### config.mk
export PLATFORM = sky130hd
export DESIGN_NAME = qrs_sqrt
export DESIGN_NICKNAME = d
export VERILOG_FILES = /design/src/hw/rtl/qrs_pkg.sv /design/src/hw/rtl/qrs_sqrt.sv
export SDC_FILE = /design/constraint.sdc
export NUM_CORES = 2
export LEC_CHECK = 0
export BUFFER_PORTS_ARGS = -buffer_cell sky130_fd_sc_hd__clkbuf_2
export CAP_MARGIN = 30
export CORE_MARGIN = 1
export CORE_UTILIZATION = 45
export DETAILED_ROUTE_END_ITERATION = 6
export SLEW_MARGIN = 20
export SYNTH_ARGS = -nofsm -noshare
export SYNTH_HDL_FRONTEND = slang
export SYNTH_MEMORY_MAX_BITS = 65536
export SYNTH_SLANG_ARGS = --single-unit
### constraint.sdc
create_clock -name i_clk -period 4.25 [get_ports i_clk]
set_clock_uncertainty 0.1 [all_clocks]
set_input_delay 0.425 -clock i_clk [delete_from_list [all_inputs] [get_ports i_clk]]
set_output_delay 0.425 -clock i_clk [all_outputs]
set_load 0.02 [all_outputs]
### src/hw/rtl/qrs_pkg.sv
// ----------------------------------------------------------------------------
// qrs_pkg
// shared types for the quadratic root solver
// ----------------------------------------------------------------------------
package qrs_pkg;

    typedef enum logic [1:0] {
        ST_OK       = 2'd0,
        ST_DISC_NEG = 2'd1,
        ST_A_ZERO   = 2'd2,
        ST_SAT      = 2'd3
    } t_status;

endpackage

### src/hw/rtl/qrs_sqrt.sv
// ----------------------------------------------------------------------------
// qrs_sqrt
// pipelined integer floor square root, one root bit per stage
// ----------------------------------------------------------------------------
module qrs_sqrt
    import qrs_pkg::*;
#(
    parameter int ROOT_W = 33
) (
    input  logic                  i_clk,
    input  logic                  i_en,
    input  logic [2*ROOT_W-1:0]   i_rad,
    output logic [ROOT_W-1:0]     o_root
);

    localparam int REM_W = ROOT_W + 1;

    logic [2*ROOT_W-1:0] w_rad  [0:ROOT_W];
    logic [REM_W-1:0]    w_rem  [0:ROOT_W];
    logic [ROOT_W-1:0]   w_root [0:ROOT_W];
    logic [2*ROOT_W-1:0] r_rad  [0:ROOT_W-1];
    logic [REM_W-1:0]    r_rem  [0:ROOT_W-1];
    logic [ROOT_W-1:0]   r_root [0:ROOT_W-1];

    assign w_rad[0]  = i_rad;
    assign w_rem[0]  = '0;
    assign w_root[0] = '0;

    for (genvar k = 0; k < ROOT_W; k++) begin : g_stage
        localparam int BIT = ROOT_W - 1 - k;
        logic [REM_W+1:0] rem_sh;
        logic [REM_W+1:0] trial;
        logic             ge;
        logic [REM_W+1:0] diff;

        assign rem_sh = {w_rem[k], w_rad[k][2*BIT+1 -: 2]};
        assign trial  = {1'b0, w_root[k], 2'b01};
        assign ge     = rem_sh >= trial;
        assign diff   = rem_sh - trial;

        always_ff @(posedge i_clk) begin
            if (i_en) begin
                r_rad[k]  <= w_rad[k];
                r_rem[k]  <= ge ? diff[REM_W-1:0] : rem_sh[REM_W-1:0];
                r_root[k] <= {w_root[k][ROOT_W-2:0], ge};
            end
        end

        assign w_rad[k+1]  = r_rad[k];
        assign w_rem[k+1]  = r_rem[k];
        assign w_root[k+1] = r_root[k];
    end

    assign o_root = w_root[ROOT_W];

endmodule

After elaboration in Yosys (flattened, before gate mapping)
Memory sizes are Yosys's and may differ from the RTL's.
Cells that the tools add are included.
W data, S select, Z words.
{ "word_totals": {"regBits": 0, "ram_bits": 4389, "inputBits": 68, "out_inout_bits": 33, "wordCells": 104, "n_memories": 3} }
{ "mem_list": {"columns": ["name", "depth", "width", "rd", "rd_clocked_by_memory_dff", "write_ports", "line_no", "source"], "rows": [
  ["r_rad", 33, 66, 32, 0, 33, "qrs_sqrt.sv:21", "logic [2*ROOT_W-1:0] r_rad [0:ROOT_W-1];"],
  ["r_rem", 33, 34, 32, 0, 33, "qrs_sqrt.sv:22", "logic [REM_W-1:0] r_rem [0:ROOT_W-1];"],
  ["r_root", 33, 33, 33, 0, 33, "qrs_sqrt.sv:23", "logic [ROOT_W-1:0] r_root [0:ROOT_W-1];"]
]} }
{ "op_classes": {"add_sub_neg": 33, "magnitude_cmp": 33, "muxes": 35} }
{ "op_table": {"columns": ["operator", "n"], "rows": [
  ["$ge A36 B35 Y1", 32],
  ["$mux W34", 33],
  ["$sub A34 B34 Y34", 32],
  ["$sub A2 B1 Y3 const B", 1],
  ["$ge A2 B1 Y1 const B", 1],
  ["$mux W1", 2]
]} }

Depth between registers and ports, before layout
An unclocked memory read counts as a cell.
{ "logic_depth": {"depth_word": 3, "mapped_depth": 15, "ltp_nobuf": 12} }

Least setup slack after synthesis
Ideal clock, no wire load.
{ "synth_timing": {"path_type": "register to register", "start": "mem r_rem[0][181] in the netlist's numbering", "end": "mem r_rem[0][227] in the netlist's numbering (data pin)", "arrival_ns": 3.396, "required_time_ns": 3.881, "slack_ns": 0.485, "stages_incl_launch_ff": 10, "period_less_slack_ns": 3.765, "cell_sequence": "edfxtp_1 > or4_4 > or4_4 > or4_4 > or4_4 > nor4_4 > or4_1 > buf_4 > nor3_2 > xor2_1"} }
{ "synth_lines": {"columns": ["element", "line_no"], "rows": [
  ["start, declared", "qrs_sqrt.sv:22"]
]} }

==> out/metrics.cfg <==
[global_route]
grt_max_degree = 116
grtUsageTotal_pct = 18.1
grt_pass1_vias = 73900
grt_pass1_wl_um = 405000
gr-total-overflow = 0
antenna_found_initial = 4

[sta]
fin_ws_ps = 246
finalHoldViolCount = 0
layout_worst_path_cycle_share_pct = 94.2
finalSetupTns_ps = 0
rsz0062_at_grt = yes
fmax_mhz = 250
max_slew_margin_pct = 23.4
whs_ps = 162
finalSetupViolations = 0
maxSlewViolCount = 0
min_period_ps = 4000
worst_slew_pin_slew_ps = 1150

[place]
place_congestion = 0.915
io_buffers = 100
hpwlAfterDp_um = 184000
place_area_sq_um = 131000
dpl.cell_count = 13500
preCtsSetupSlack_ps = 372

[synth]
synth-seq-area-share_pct = 64.0
synth.net_count = 10400
yosysTopAreaCellShare_pct = 64.0
yosys_warnings = 0
synth_ff_type = edfxtp_1
synthCells = 9726
synth_common_cells = edfxtp_1 (2654), inv_1 (758), a21oi_1 (668)
ys_ff_latch = 2654
syn_area_sq_um = 124000
yosysMostFrequentCell = edfxtp_1
yosysTopAreaCell = edfxtp_1
syn_avg_cell_area_sq_um = 12.8
synth.area.top_cells = edfxtp_1 (64%), ha_1 (6.0%), xnor2_1 (3.1%), xor2_1 (3.1%), a21oi_1 (2.7%)
synthArstFlopShare_pct = 0
synth-edff-count = 2654
synth_cell_type_count = 80

[clock_network]
cts_max_path_buffers = 4
cts-root-buf = clkbuf_16
clkTransAtPathRegs_ps = 60
cts-htree-levels = 5
numClockSinks = 2654
clock_latency_ps = 890
cts_setup_buffers = 0
cts_buffers = 294
cts_tree = done

[critical_path]
end_kind = flip-flop
worstPathRequired_ps = 4760
critPathMaxFanout = 41
worstSetupPathType = flip-flop to flip-flop
critPathSlowestCell = a211oi_1
worstPathCellList = inv_1 -> ha_1 -> nor2b_1 -> o21ai_0 -> a21oi_1 -> o221ai_1 -> a211oi_1 -> nor2_1 -> o31ai_4 -> buf_12 -> mux2_2
worstPathArrival_ps = 4510
crit_path_start_kind = flip-flop
crit_path_max_incr_delay_ps = 580

[hold_path]
hold_class = input port to flip-flop

[layout]
drive_gt1_share_pct = 8.04
area_growth_pct = 13.0
fillerInstances = 23300
postLayoutCellArea_sq_um = 141000
fin_cells = 14100
fin_nets = 10800
fin_util_pct = 51.3

[floorplanning]
ios = 101
die_h_um = 528
die_area_sq_um = 279000
initial_utilization_pct = 45.4
coreArea_sq_um = 274000
die_x_um = 528
num_rows = 192

[power_and_ir_drop]
vdd_drop_max_v = 0.000347
p_leak_nw = 53.9
fin_total_pwr_mw = 76.4
power_density_nw_per_um2 = 544

[detailed_routing]
drt_iter0_markers = 6164
wl_per_cell_um = 18.2
remaining_drc_errors = 0
viasPerCell = 5.40
ant_nets = 0
routed_wl_um = 256000
dr_total_vias = 75900
firstDrtPassIters = 6

[job]
cap_violations = 0

[outcome]
status = completed

-- path summary, 6_finish.rpt --
check	startpoint	end	slack (ps)	depth (start not counted)
min	i_rad[8]	r_rad[0][8]	160	2
max	r_root[0][627]	r_rem[0][689]	250	11
max reg2reg	r_root[0][627]	r_rem[0][689]	250	11
min reg2reg	r_rad[0][371]	r_rad[0][437]	290	0
-- cell usage in the layout (no fill, tap or decap), types with 64 or more instances in the layout --
| cell | Yosys | layout |
|---|---|---|
| mux2_2 | 69 | 69 |
| nand3_1 | 152 | 152 |
| buf_4 | 1 | 125 |
| or4_1 | 75 | 75 |
| xnor2_1 | 438 | 438 |
| nand2b_1 | 104 | 104 |
| clkbuf_16 | 0 | 303 |
| o21a_1 | 123 | 123 |
| ha_1 | 596 | 596 |
| nor2b_1 | 79 | 79 |
| nand4_1 | 113 | 113 |
| nor3_1 | 226 | 224 |
| a21oi_1 | 668 | 667 |
| a21o_1 | 293 | 293 |
| clkbuf_1 | 199 | 64 |
| nor2_1 | 646 | 645 |
| edfxtp_1 | 2654 | 2654 |
| xor2_1 | 434 | 434 |
| inv_1 | 758 | 758 |
| nor4_1 | 120 | 120 |
| nand2_1 | 630 | 630 |
| clkbuf_2 | 0 | 100 |
| o21ai_0 | 465 | 463 |
| or3_1 | 106 | 105 |
| dlygate4sd3_1 | 0 | 68 |
-- state kept, by name (all words and copies together) (netlist names) --
signal	flops
r_root	561
r_rem	1037
r_rad	1056
-- worst max-delay path: cells and delay by family (launching register included) --
family	cells	cell delay, ps
compound gates	5	1680
flops	1	450
simple gates	2	400
mux	1	390
buf+inv	2	350
fa+ha+maj	1	340
-- power breakdown --
group,switching (mW),internal (mW)
sequential,2.13,33.2
clock,10.2,14.3
combinational,9.65,7.00
-- metal layers --
| layer | up-vias | wire length, um | global-route usage (%) |
|---|---|---|---|
| met5 | - | 7 | 0 |
| met4 | 2 | 7160 | 5.38 |
| met3 | 473 | 12300 | 2.44 |
| met2 | 1890 | 120000 | 29.6 |
| met1 | 36600 | 116000 | 25.0 |
| li1 | 36900 | - | - |
-- cells by family after synthesis --
| family | share of synthesized area (%) |
|---|---|
| other | 0.00301 |
| buffers and inverters | 2.95 |
| adders and majority gates | 5.99 |
| AOI/OAI and AO/OA | 10.2 |
| muxes | 0.729 |
| and+or+nand+nor | 9.92 |
| xor gates and xnor gates | 6.14 |
| DFF | 64.0 |
-- final cells by class --
class	count	area [sq um]	area share (%)
Clock inverter	156	1420	1.01
Timing Repair Buffer	337	2990	2.12
Tap cell	3686	4610	3.28
Multi-Input combinational cell	6096	41200	29.3
Antenna cell	1	2.50	0.00178
Sequential cell	2654	79700	56.7
Inverter	762	2860	2.03
Clock buffer	367	7820	5.56
-- repair_timing --
item | in CTS | in global routing
resized for setup | 0 | 1
hold buffers | 68 | 0
endpoints found under the hold margin | 69 | 0
endpoints found under the setup margin | 0 | 2
(Power assumes the default switching activity.)
